### src/rtl/core/jsu_pkg.sv
// Package for the JSON string unescaper: mode and result codes, beat
// structs and character constants. No dependencies.
package jsu_pkg;

    localparam int unsigned MaxResults = 3;   // most result beats from one input beat
    localparam int unsigned QueueDepth = 8;   // default result queue depth (power of two)

    typedef enum logic [2:0]
    {
        MODE_IDLE = 3'd0,
        MODE_STR  = 3'd1,
        MODE_ESC  = 3'd2,
        MODE_HEX  = 3'd3,
        MODE_ELF  = 3'd4,
        MODE_ECR  = 3'd5
    } mode_t;

    typedef enum logic [2:0]
    {
        KIND_BYTE   = 3'd0,
        KIND_DONE   = 3'd1,
        KIND_BADU   = 3'd2,
        KIND_BADESC = 3'd3,
        KIND_CTRL   = 3'd4,
        KIND_UNTERM = 3'd5,
        KIND_CUT    = 3'd6
    } kind_t;

    typedef struct packed
    {
        logic [7:0] out_byte;
        kind_t      kind;
        logic       last;
    } result_t;

    // Results caused by one input beat, entry 0 first.
    typedef struct packed
    {
        logic [1:0]                  count;
        result_t [MaxResults-1:0]    res;
    } burst_t;

    localparam logic [7:0] ChrDquote = 8'h22;
    localparam logic [7:0] ChrSquote = 8'h27;
    localparam logic [7:0] ChrBslash = 8'h5C;
    localparam logic [7:0] ChrSlash  = 8'h2F;
    localparam logic [7:0] ChrBs     = 8'h08;
    localparam logic [7:0] ChrFf     = 8'h0C;
    localparam logic [7:0] ChrLf     = 8'h0A;
    localparam logic [7:0] ChrCr     = 8'h0D;
    localparam logic [7:0] ChrTab    = 8'h09;
    localparam logic [7:0] ChrLowB   = 8'h62;
    localparam logic [7:0] ChrLowF   = 8'h66;
    localparam logic [7:0] ChrLowN   = 8'h6E;
    localparam logic [7:0] ChrLowR   = 8'h72;
    localparam logic [7:0] ChrLowT   = 8'h74;
    localparam logic [7:0] ChrLowU   = 8'h75;

    localparam logic [7:0] Utf8Cont  = 8'h80;
    localparam logic [7:0] Utf8Lead2 = 8'hC0;
    localparam logic [7:0] Utf8Lead3 = 8'hE0;
    localparam logic [5:0] Utf8Mask  = 6'h3F;

    // Hex digit decode: bit 4 set when c is a hex digit of either case.
    function automatic logic [4:0] hex_val(input logic [7:0] c);
        logic [4:0] r;
        r = '0;
        if (c >= 8'h30 && c <= 8'h39)
        begin
            r = {1'b1, c[3:0]};
        end
        else if ((c >= 8'h61 && c <= 8'h66) || (c >= 8'h41 && c <= 8'h46))
        begin
            r = {1'b1, c[3:0] + 4'h9};
        end
        return r;
    endfunction

endpackage

### src/rtl/core/jsu_if.sv
// Valid/ready channel interfaces for the unescaper's input and result beats.
// Depends on jsu_pkg.
interface jsu_in_if;
    logic       valid;
    logic       ready;
    logic [7:0] in_byte;
    logic       end_of_input;

    modport source (output valid, output in_byte, output end_of_input, input ready);
    modport sink   (input valid, input in_byte, input end_of_input, output ready);
endinterface

interface jsu_out_if;
    logic          valid;
    logic          ready;
    logic [7:0]    out_byte;
    jsu_pkg::kind_t kind;
    logic          last;

    modport source (output valid, output out_byte, output kind, output last, input ready);
    modport sink   (input valid, input out_byte, input kind, input last, output ready);
endinterface

### src/rtl/core/jsu_decode.sv
// Per-beat decode: string/escape/hex state registers and the logic that
// turns one source byte into 0..3 result beats. Depends on jsu_pkg.
module jsu_decode
(
    input  logic            clk,
    input  logic            rst_n,
    input  logic            step_en,
    input  logic [7:0]      in_byte,
    input  logic            end_of_input,
    output jsu_pkg::burst_t burst
);

    jsu_pkg::mode_t mode_reg, mode_next;
    logic           quote_dbl_reg, quote_dbl_next;
    logic [1:0]     digits_reg, digits_next;
    logic [15:0]    code_unit_reg, code_unit_next;

    // Byte handled as string content (also after a line continuation).
    jsu_pkg::mode_t   str_mode;
    logic             str_has;
    jsu_pkg::result_t str_res;

    logic [4:0]  hex;
    logic [15:0] cu_shift;

    assign hex      = jsu_pkg::hex_val(in_byte);
    assign cu_shift = {code_unit_reg[11:0], hex[3:0]};

    always_comb
    begin
        str_mode = jsu_pkg::MODE_STR;
        str_has  = 1'b1;
        str_res  = '{out_byte: in_byte, kind: jsu_pkg::KIND_BYTE, last: 1'b0};
        priority if (end_of_input)
        begin
            str_mode = jsu_pkg::MODE_IDLE;
            str_res  = '{out_byte: 8'h00, kind: jsu_pkg::KIND_UNTERM, last: 1'b0};
        end
        else if ((in_byte == jsu_pkg::ChrDquote && quote_dbl_reg) ||
                 (in_byte == jsu_pkg::ChrSquote && !quote_dbl_reg))
        begin
            str_mode = jsu_pkg::MODE_IDLE;
            str_res  = '{out_byte: 8'h00, kind: jsu_pkg::KIND_DONE, last: 1'b0};
        end
        else if (in_byte == jsu_pkg::ChrBslash)
        begin
            str_mode = jsu_pkg::MODE_ESC;
            str_has  = 1'b0;
        end
        else if (in_byte == jsu_pkg::ChrBs || in_byte == jsu_pkg::ChrFf ||
                 in_byte == jsu_pkg::ChrLf || in_byte == jsu_pkg::ChrCr)
        begin
            str_mode = jsu_pkg::MODE_IDLE;
            str_res  = '{out_byte: 8'h00, kind: jsu_pkg::KIND_CTRL, last: 1'b0};
        end
        else
        begin
        end
    end

    always_comb
    begin
        mode_next      = mode_reg;
        quote_dbl_next = quote_dbl_reg;
        digits_next    = digits_reg;
        code_unit_next = code_unit_reg;
        burst          = '0;

        unique case (mode_reg)
            jsu_pkg::MODE_STR:
            begin
                mode_next    = str_mode;
                burst.count  = {1'b0, str_has};
                burst.res[0] = str_res;
            end
            jsu_pkg::MODE_ESC:
            begin
                mode_next    = jsu_pkg::MODE_STR;
                burst.count  = 2'd1;
                burst.res[0].kind = jsu_pkg::KIND_BYTE;
                if (end_of_input)
                begin
                    mode_next         = jsu_pkg::MODE_IDLE;
                    burst.res[0].kind = jsu_pkg::KIND_CUT;
                end
                else
                begin
                    unique case (in_byte)
                        jsu_pkg::ChrDquote: burst.res[0].out_byte = jsu_pkg::ChrDquote;
                        jsu_pkg::ChrSquote: burst.res[0].out_byte = jsu_pkg::ChrSquote;
                        jsu_pkg::ChrBslash: burst.res[0].out_byte = jsu_pkg::ChrBslash;
                        jsu_pkg::ChrSlash:  burst.res[0].out_byte = jsu_pkg::ChrSlash;
                        jsu_pkg::ChrLowB:   burst.res[0].out_byte = jsu_pkg::ChrBs;
                        jsu_pkg::ChrLowF:   burst.res[0].out_byte = jsu_pkg::ChrFf;
                        jsu_pkg::ChrLowN:   burst.res[0].out_byte = jsu_pkg::ChrLf;
                        jsu_pkg::ChrLowR:   burst.res[0].out_byte = jsu_pkg::ChrCr;
                        jsu_pkg::ChrLowT:   burst.res[0].out_byte = jsu_pkg::ChrTab;
                        jsu_pkg::ChrLowU:
                        begin
                            mode_next      = jsu_pkg::MODE_HEX;
                            digits_next    = 2'd0;
                            code_unit_next = '0;
                            burst.count    = 2'd0;
                        end
                        jsu_pkg::ChrLf:
                        begin
                            mode_next   = jsu_pkg::MODE_ELF;
                            burst.count = 2'd0;
                        end
                        jsu_pkg::ChrCr:
                        begin
                            mode_next   = jsu_pkg::MODE_ECR;
                            burst.count = 2'd0;
                        end
                        default:
                        begin
                            mode_next         = jsu_pkg::MODE_IDLE;
                            burst.res[0].kind = jsu_pkg::KIND_BADESC;
                        end
                    endcase
                end
            end
            jsu_pkg::MODE_HEX:
            begin
                if (end_of_input || !hex[4])
                begin
                    mode_next         = jsu_pkg::MODE_IDLE;
                    digits_next       = 2'd0;
                    burst.count       = 2'd1;
                    burst.res[0].kind = jsu_pkg::KIND_BADU;
                end
                else
                begin
                    code_unit_next = cu_shift;
                    digits_next    = digits_reg + 2'd1;
                    if (digits_reg == 2'd3)
                    begin
                        mode_next = jsu_pkg::MODE_STR;
                        priority if (cu_shift < 16'h0080)
                        begin
                            burst.count           = 2'd1;
                            burst.res[0].out_byte = cu_shift[7:0];
                        end
                        else if (cu_shift < 16'h0800)
                        begin
                            burst.count           = 2'd2;
                            burst.res[0].out_byte = jsu_pkg::Utf8Lead2 | {3'b000, cu_shift[10:6]};
                            burst.res[1].out_byte = jsu_pkg::Utf8Cont
                                                  | {2'b00, cu_shift[5:0] & jsu_pkg::Utf8Mask};
                        end
                        else
                        begin
                            burst.count           = 2'd3;
                            burst.res[0].out_byte = jsu_pkg::Utf8Lead3 | {4'h0, cu_shift[15:12]};
                            burst.res[1].out_byte = jsu_pkg::Utf8Cont
                                                  | {2'b00, cu_shift[11:6] & jsu_pkg::Utf8Mask};
                            burst.res[2].out_byte = jsu_pkg::Utf8Cont
                                                  | {2'b00, cu_shift[5:0] & jsu_pkg::Utf8Mask};
                        end
                    end
                end
            end
            jsu_pkg::MODE_ELF, jsu_pkg::MODE_ECR:
            begin
                if (!end_of_input &&
                    ((mode_reg == jsu_pkg::MODE_ELF && in_byte == jsu_pkg::ChrCr) ||
                     (mode_reg == jsu_pkg::MODE_ECR && in_byte == jsu_pkg::ChrLf)))
                begin
                    mode_next = jsu_pkg::MODE_STR;
                end
                else
                begin
                    mode_next    = str_mode;
                    burst.count  = {1'b0, str_has};
                    burst.res[0] = str_res;
                end
            end
            default:
            begin
                mode_next = jsu_pkg::MODE_IDLE;
                if (!end_of_input &&
                    (in_byte == jsu_pkg::ChrDquote || in_byte == jsu_pkg::ChrSquote))
                begin
                    quote_dbl_next = (in_byte == jsu_pkg::ChrDquote);
                    mode_next      = jsu_pkg::MODE_STR;
                end
            end
        endcase

        // flag the final beat of the burst
        for (int i = 0; i < jsu_pkg::MaxResults; i++)
        begin
            burst.res[i].last = (burst.count == 2'(i + 1));
        end
    end

    always_ff @(posedge clk or negedge rst_n)
    begin
        if (!rst_n)
        begin
            mode_reg      <= jsu_pkg::MODE_IDLE;
            quote_dbl_reg <= 1'b0;
            digits_reg    <= 2'd0;
            code_unit_reg <= '0;
        end
        else if (step_en)
        begin
            mode_reg      <= mode_next;
            quote_dbl_reg <= quote_dbl_next;
            digits_reg    <= digits_next;
            code_unit_reg <= code_unit_next;
        end
    end

endmodule

### src/rtl/core/jsu_queue.sv
// Result queue: takes up to three result beats per cycle, hands out one
// per cycle while out_ready is high. Depends on jsu_pkg.
module jsu_queue
#(
    parameter int unsigned Depth = jsu_pkg::QueueDepth
)
(
    input  logic             clk,
    input  logic             rst_n,
    input  logic             push,
    input  jsu_pkg::burst_t  burst,
    output logic             room,      // space for a full burst
    output logic             out_valid,
    input  logic             out_ready,
    output jsu_pkg::result_t out_res
);

    localparam int unsigned Aw = $clog2(Depth);

    jsu_pkg::result_t mem [Depth];
    logic [Aw-1:0] wr_ptr_reg, wr_ptr_next;
    logic [Aw-1:0] rd_ptr_reg, rd_ptr_next;
    logic [Aw:0]   count_reg, count_next;
    logic          pop;
    logic [1:0]    n_in;

    assign n_in      = push ? burst.count : 2'd0;
    assign pop       = out_valid && out_ready;
    assign out_valid = (count_reg != '0);
    assign out_res   = mem[rd_ptr_reg];
    assign room      = (count_reg <= (Aw+1)'(Depth - jsu_pkg::MaxResults));

    assign wr_ptr_next = wr_ptr_reg + Aw'(n_in);
    assign rd_ptr_next = rd_ptr_reg + Aw'(pop);
    assign count_next  = count_reg + (Aw+1)'(n_in) - (Aw+1)'(pop);

    always_ff @(posedge clk)
    begin
        for (int i = 0; i < jsu_pkg::MaxResults; i++)
        begin
            if (2'(i) < n_in)
            begin
                mem[wr_ptr_reg + Aw'(i)] <= burst.res[i];
            end
        end
    end

    always_ff @(posedge clk or negedge rst_n)
    begin
        if (!rst_n)
        begin
            wr_ptr_reg <= '0;
            rd_ptr_reg <= '0;
            count_reg  <= '0;
        end
        else
        begin
            wr_ptr_reg <= wr_ptr_next;
            rd_ptr_reg <= rd_ptr_next;
            count_reg  <= count_next;
        end
    end

endmodule

### src/rtl/core/json_string_unescaper.sv
// Top level of the JSON string literal unescaper (UTF-8 output).
// Depends on jsu_pkg, jsu_if, jsu_decode and jsu_queue.
//
//  Channel | Dir | Beat payload              | Accepted when
//  --------+-----+---------------------------+------------------------
//  src     | in  | in_byte, end_of_input     | src.valid && src.ready
//  dst     | out | out_byte, kind, last      | dst.valid && dst.ready
//
// One source byte is taken per cycle while src is ready. It is decoded in the
// cycle it is accepted and its 0..3 result beats are written into the queue
// at that edge; dst offers them after earlier results. Results leave one per
// cycle while dst is ready, so only the fourth hex digit of a \u escape (up
// to three UTF-8 bytes) can drain slower than bytes arrive; the queue absorbs
// that and src.ready drops while fewer than three slots are free. Reset
// (rst_n low, async) returns the decoder to idle and empties the queue.
// A stall on dst never loses a beat; src simply stalls behind it.
module json_string_unescaper
#(
    parameter int unsigned QueueDepth = jsu_pkg::QueueDepth  // power of two, >= 4
)
(
    input  logic       clk,
    input  logic       rst_n,
    jsu_in_if.sink     src,
    jsu_out_if.source  dst
);

    jsu_pkg::burst_t  burst;
    jsu_pkg::result_t head;
    logic             room;
    logic             step_en;

    // Input side is ready whenever a worst-case burst fits in the queue.
    assign src.ready = room;
    assign step_en   = src.valid && room;

    jsu_decode u_decode
    (
        .clk          (clk),
        .rst_n        (rst_n),
        .step_en      (step_en),
        .in_byte      (src.in_byte),
        .end_of_input (src.end_of_input),
        .burst        (burst)
    );

    jsu_queue
    #(
        .Depth (QueueDepth)
    )
    u_queue
    (
        .clk       (clk),
        .rst_n     (rst_n),
        .push      (step_en),
        .burst     (burst),
        .room      (room),
        .out_valid (dst.valid),
        .out_ready (dst.ready),
        .out_res   (head)
    );

    assign dst.out_byte = head.out_byte;
    assign dst.kind     = head.kind;
    assign dst.last     = head.last;

endmodule
### src/flat_wrapper.sv
// flat-port wrapper written by rule: the top's interface ports become plain ports
module json_string_unescaper_flat 
#(
    parameter int unsigned QueueDepth = jsu_pkg::QueueDepth                       
)
  (clk, rst_n, src_valid, src_in_byte, src_end_of_input, src_ready, dst_valid, dst_out_byte, dst_kind, dst_last, dst_ready);
  jsu_in_if src_i ();
  jsu_out_if dst_i ();
  input  logic clk;
  input  logic rst_n;
  input wire logic [$bits(src_i.valid)-1:0] src_valid;
  input wire logic [$bits(src_i.in_byte)-1:0] src_in_byte;
  input wire logic [$bits(src_i.end_of_input)-1:0] src_end_of_input;
  output wire logic [$bits(src_i.ready)-1:0] src_ready;
  output wire logic [$bits(dst_i.valid)-1:0] dst_valid;
  output wire logic [$bits(dst_i.out_byte)-1:0] dst_out_byte;
  output wire logic [$bits(dst_i.kind)-1:0] dst_kind;
  output wire logic [$bits(dst_i.last)-1:0] dst_last;
  input wire logic [$bits(dst_i.ready)-1:0] dst_ready;
  assign src_i.valid = src_valid;
  assign src_i.in_byte = src_in_byte;
  assign src_i.end_of_input = src_end_of_input;
  assign src_ready = src_i.ready;
  assign dst_valid = dst_i.valid;
  assign dst_out_byte = dst_i.out_byte;
  assign dst_kind = dst_i.kind;
  assign dst_last = dst_i.last;
  assign dst_i.ready = dst_ready;
  json_string_unescaper #(.QueueDepth(QueueDepth)) u_core (.clk(clk), .rst_n(rst_n), .src(src_i), .dst(dst_i));
endmodule
### config.mk
export PLATFORM = sky130hd
export DESIGN_NAME = json_string_unescaper_flat
export DESIGN_NICKNAME = d
export VERILOG_FILES = /design/src/rtl/core/jsu_pkg.sv /design/src/rtl/core/jsu_if.sv /design/src/rtl/core/jsu_decode.sv /design/src/rtl/core/jsu_queue.sv /design/src/rtl/core/json_string_unescaper.sv /design/src/flat_wrapper.sv
export SDC_FILE = /design/constraint.sdc
export NUM_CORES = 1
export LEC_CHECK = 0
export ABC_AREA = 1
export BUFFER_PORTS_ARGS = -buffer_cell sky130_fd_sc_hd__buf_2
export CAP_MARGIN = 10
export CORE_MARGIN = 2
export CORE_UTILIZATION = 60
export DETAILED_ROUTE_END_ITERATION = 8
export GPL_ROUTABILITY_DRIVEN = 1
export HOLD_SLACK_MARGIN = 0.1
export PLACE_DENSITY = 0.74
export SLEW_MARGIN = 0
export SYNTH_ARGS = -nofsm -noshare
export SYNTH_HDL_FRONTEND = slang
export SYNTH_SLANG_ARGS = --single-unit
### constraint.sdc
create_clock -name clk -period 2.92 [get_ports clk]
set_clock_uncertainty 0.15 [all_clocks]
set_input_delay 0.146 -clock clk [delete_from_list [all_inputs] [get_ports clk]]
set_output_delay 0.146 -clock clk [all_outputs]
set_load 0.03 [all_outputs]
==> summary.json <==
{
  "global_route": {
    "grt_pass1_wl_um": 46000,
    "first_global_vias": 8549,
    "grt_overflow": 0,
    "grt_antenna_before_repair": 0,
    "grt_start_max_net_pins": 50,
    "track_usage": 0.381
  },
  "yosys": {
    "async_reset_ff_frac": 0.226,
    "synth_area_leaders": "sky130_fd_sc_hd__edfxtp_1 (22%), sky130_fd_sc_hd__nor2_1 (12%), sky130_fd_sc_hd__nand2_1 (11%)",
    "synth.cells.most_frequent": "sky130_fd_sc_hd__nor2_1 (271), sky130_fd_sc_hd__nand2_1 (252), sky130_fd_sc_hd__nand3_1 (185), sky130_fd_sc_hd__inv_1 (98), sky130_fd_sc_hd__o21ai_0 (76)",
    "fraction_of_the_mapped_netlist_area_in_compound_gates": 0.111,
    "synth_simple_gate_area_share": 0.399,
    "post_synth.cell_area_avg_um2": 6.84,
    "ys.flop_type": "sky130_fd_sc_hd__edfxtp_1",
    "synth_area_leader": "sky130_fd_sc_hd__edfxtp_1",
    "synth-warning-count": 0,
    "synth_enable_flop_cells": 64,
    "synth.yosys.seq_area_share": 0.374,
    "count_of_different_cell_masters_after_synthesis": 51,
    "largest_family_of_logic_cells_by_synthesized_area": "simple AND/OR/NAND/NOR gates",
    "synth_adder_area_share": 0.0290,
    "synth_cells": 1275,
    "net_count_synth": 1307,
    "post_synth_xor_area_fraction": 0.00502,
    "synth.area.mux_share": 0.00129,
    "ys_seq_elements": 124,
    "synthesis.area_um2": 8730,
    "synth.most_common_cell": "sky130_fd_sc_hd__nor2_1",
    "synth.top_cell.area_share": 0.220
  },
  "routing": {
    "route.detailed.vias_per_inst": 6.00,
    "met3_wirelength_um": 3120,
    "count_of_vias_placed_by_the_detailed_router": 9281,
    "drt-wirelength-per-cell_um": 18.7,
    "antenna_violating_nets_post_route": 0,
    "route.layer.met1.wl_um": 11100,
    "post_route_drc_violation_count": 0,
    "first_iter_violations": 1349,
    "highest-signal-layer": "met4",
    "drt-total-wl_um": 28900,
    "met2_wirelength_um": 13000,
    "drtPass1Iterations": 6
  },
  "clock_network": {
    "cts_inserted_buffers": 17,
    "cts-root-to-sink-buffers": 2,
    "number_of_h_tree_levels": 4,
    "clock_latency_of_the_later_clocked_register_in_the_worst_skew_pair_ns": 0.44,
    "tritoncts": "built",
    "clock-sinks": 124,
    "cts_root_buffer": "sky130_fd_sc_hd__clkbuf_16",
    "clk_pin_slew_worst_paths_ns": 0.05
  },
  "worst_setup_path": {
    "type_of_the_setup_path_with_the_least_slack": "register to register",
    "cpMostUsedCell": "sky130_fd_sc_hd__nand2_1",
    "end_kind": "register",
    "critPathMaxFanout": 11,
    "critPathMaxStageDelay_ns": 0.76,
    "worst-endpoint-required_ns": 3.06,
    "critical_path.cell_chain": "or2_2 -> nand2_1 -> nor2_1 -> nand3_2 -> nand2_1 -> inv_2 -> nand2_1 -> buf_4 -> nand2_1 -> nor2_1",
    "critical_path_arrival_ns": 2.97,
    "critical-path-slowest-cell": "sky130_fd_sc_hd__nor2_1",
    "crit_path_start_kind": "register"
  },
  "placement": {
    "dp_hpwl_um": 21300,
    "port-buffer-count": 26,
    "total_placed_instance_area_um2": 9440,
    "place_congestion": 1.07
  },
  "power_and_ir_drop": {
    "ir_worst_vdd_v": 0.000751,
    "net-switching-power_mw": 4.38,
    "power.sequential.fraction": 0.258,
    "power.combinational.fraction": 0.499,
    "power-per-cell-area_nw_per_um2": 938,
    "power.total_mw": 9.54,
    "intPower_mw": 5.16,
    "clkPwrFrac": 0.244,
    "switching_share": 0.459,
    "leakage_nw": 4.79
  },
  "job": {
    "cap_violations": 0
  },
  "die": {
    "start_util": 0.607,
    "die_height_um": 125,
    "die_w_um": 125,
    "row_count": 44,
    "core_area_um2": 14400,
    "die_area_um2": 15500,
    "number_of_primary_i_o_pins": 27
  },
  "sta": {
    "max_clock_freq_mhz": 353,
    "timing.final.crit_share": 0.969,
    "final_hold_viol_count": 0,
    "hold-worst-slack_ns": 0.104,
    "worst_pin_slew_ns": 1.01,
    "post_layout_min_period_ns": 2.83,
    "setup_total_negative_slack_ns": 0,
    "grt_setup_unrepaired": "false",
    "slew-limit-headroom": 0.326,
    "timing.final.setup_violations": 0,
    "finalMaxSlewViolations": 0
  },
  "hold_path": {
    "holdCritPathClass": "primary input to asynchronous set/reset pin"
  },
  "layout": {
    "antenna-diode-count": 0,
    "layout-drive-gt1-share": 0.148,
    "design_area_um2": 10200,
    "number_of_flip_flops_under_the_largest_register_name": 96,
    "layout.nets": 1382,
    "layout-area-overhead-vs-synth_pct": 16.6
  },
  "outcome": {
    "run_status": "complete, no violations"
  }
}
[layer usage]
metal	vias up	global-route usage
met4	0	0.182
met3	123	0.0855
met1	4157	0.503
met2	592	0.595
li1	4409	-
met5	-	0
[power by group through the flow]
stage	logic (mW)	registers [mW]	clock network (mW)
after floorplan	3.11	2.43	0
after detailed placement	4.60	2.48	0
after global routing	5.17	2.50	2.41
final	4.76	2.46	2.33
after CTS	4.66	2.45	2.33
after global placement	4.55	2.47	0
[worst paths after layout]
path                                                        startpoint                                      endpoint  slack [ns]  cells past startpoint
worst min-delay path                                             rst_n         u_core.u_queue.count_reg[3]$_DFF_PN0_        0.10                      2
worst min register to register  u_core.u_queue.mem[5][10]$_SDFFE_PP0P_        u_core.u_queue.mem[5][10]$_SDFFE_PP0P_        0.33                      2
worst max register to register  u_core.u_queue.wr_ptr_reg[2]$_DFF_PN0_           u_core.u_queue.mem[5][11]$_DFFE_PP_        0.09                     10
worst max-delay path            u_core.u_queue.wr_ptr_reg[2]$_DFF_PN0_           u_core.u_queue.mem[5][11]$_DFFE_PP_        0.09                     10
max in group asynchronous                                        rst_n  u_core.u_decode.code_unit_reg[4]$_DFFE_PN0P_        2.12                      2
min in group clk                                      src_end_of_input       u_core.u_decode.mode_reg[2]$_DFFE_PN0P_        0.16                      5
[area by class of cell]
type | instances | area [um2]
multi-input combinational | 984 | 4790
fill | 1222 | 4200
sequential | 124 | 3260
timing repair buffer | 113 | 826
clock buffer | 17 | 425
inverter | 110 | 415
tap | 184 | 230
clock inverter | 15 | 219
[per-stage QoR]
stage | instances | worst slack, ns | util
floorplan | 1275 | 0.108 | -
global placement | 1509 | 0.0850 | 0.657
detailed placement | 1509 | 0.0290 | 0.657
CTS | 1545 | 0.125 | 0.705
global route | 1547 | 0.00589 | 0.708
finish | 1547 | 0.0902 | 0.708
[cells by family (layout without fill, tap and decap cells)]
kind of cell / count (synthesis) / after routing
flops: 124 / 124
xor+xnor: 5 / 5
compound gates: 172 / 172
mux: 1 / 1
buf+inv: 167 / 255
fa+ha+maj: 19 / 19
simple gates: 787 / 787
[layout by cell type, fill, tap and decap left out, drive strengths merged]
master,count
nand2,269
ha,17
nand3b,2
a22oi,1
and2,1
a21oi,45
or2,2
o2111ai,2
edfxtp,64
xnor2,2
buf,109
dfrtp,28
nand4,12
nor2,282
nor4,3
o22ai,18
clkinv,8
o41ai,1
a31oi,12
clkbuf,17
xor2,3
nand3,190
o21ai,77
fa,2
dlygate4sd3,4
nor3,26
a2bb2oi,4
bufinv,5
inv,111
o31ai,12
mux2,1
clkinvlp,1
dfxtp,32
[what timing repair did]
| action | CTS | global route |
|---|---|---|
| hold buffers | 4 | 0 |
| resized for setup | 0 | 6 |
| buffers inserted | 0 | 2 |
| setup endpoints to repair | 0 | 31 |
| endpoints found under the hold margin | 30 | 0 |
[critical path, delay by kind of cell, from the launching register on]
kind,cells,cell delay (ns)
buffers and inverters,2,0.26
AND/OR/NAND/NOR,8,1.73
flip-flops,1,0.53
Note: power is estimated with default switching activity, not from simulation.
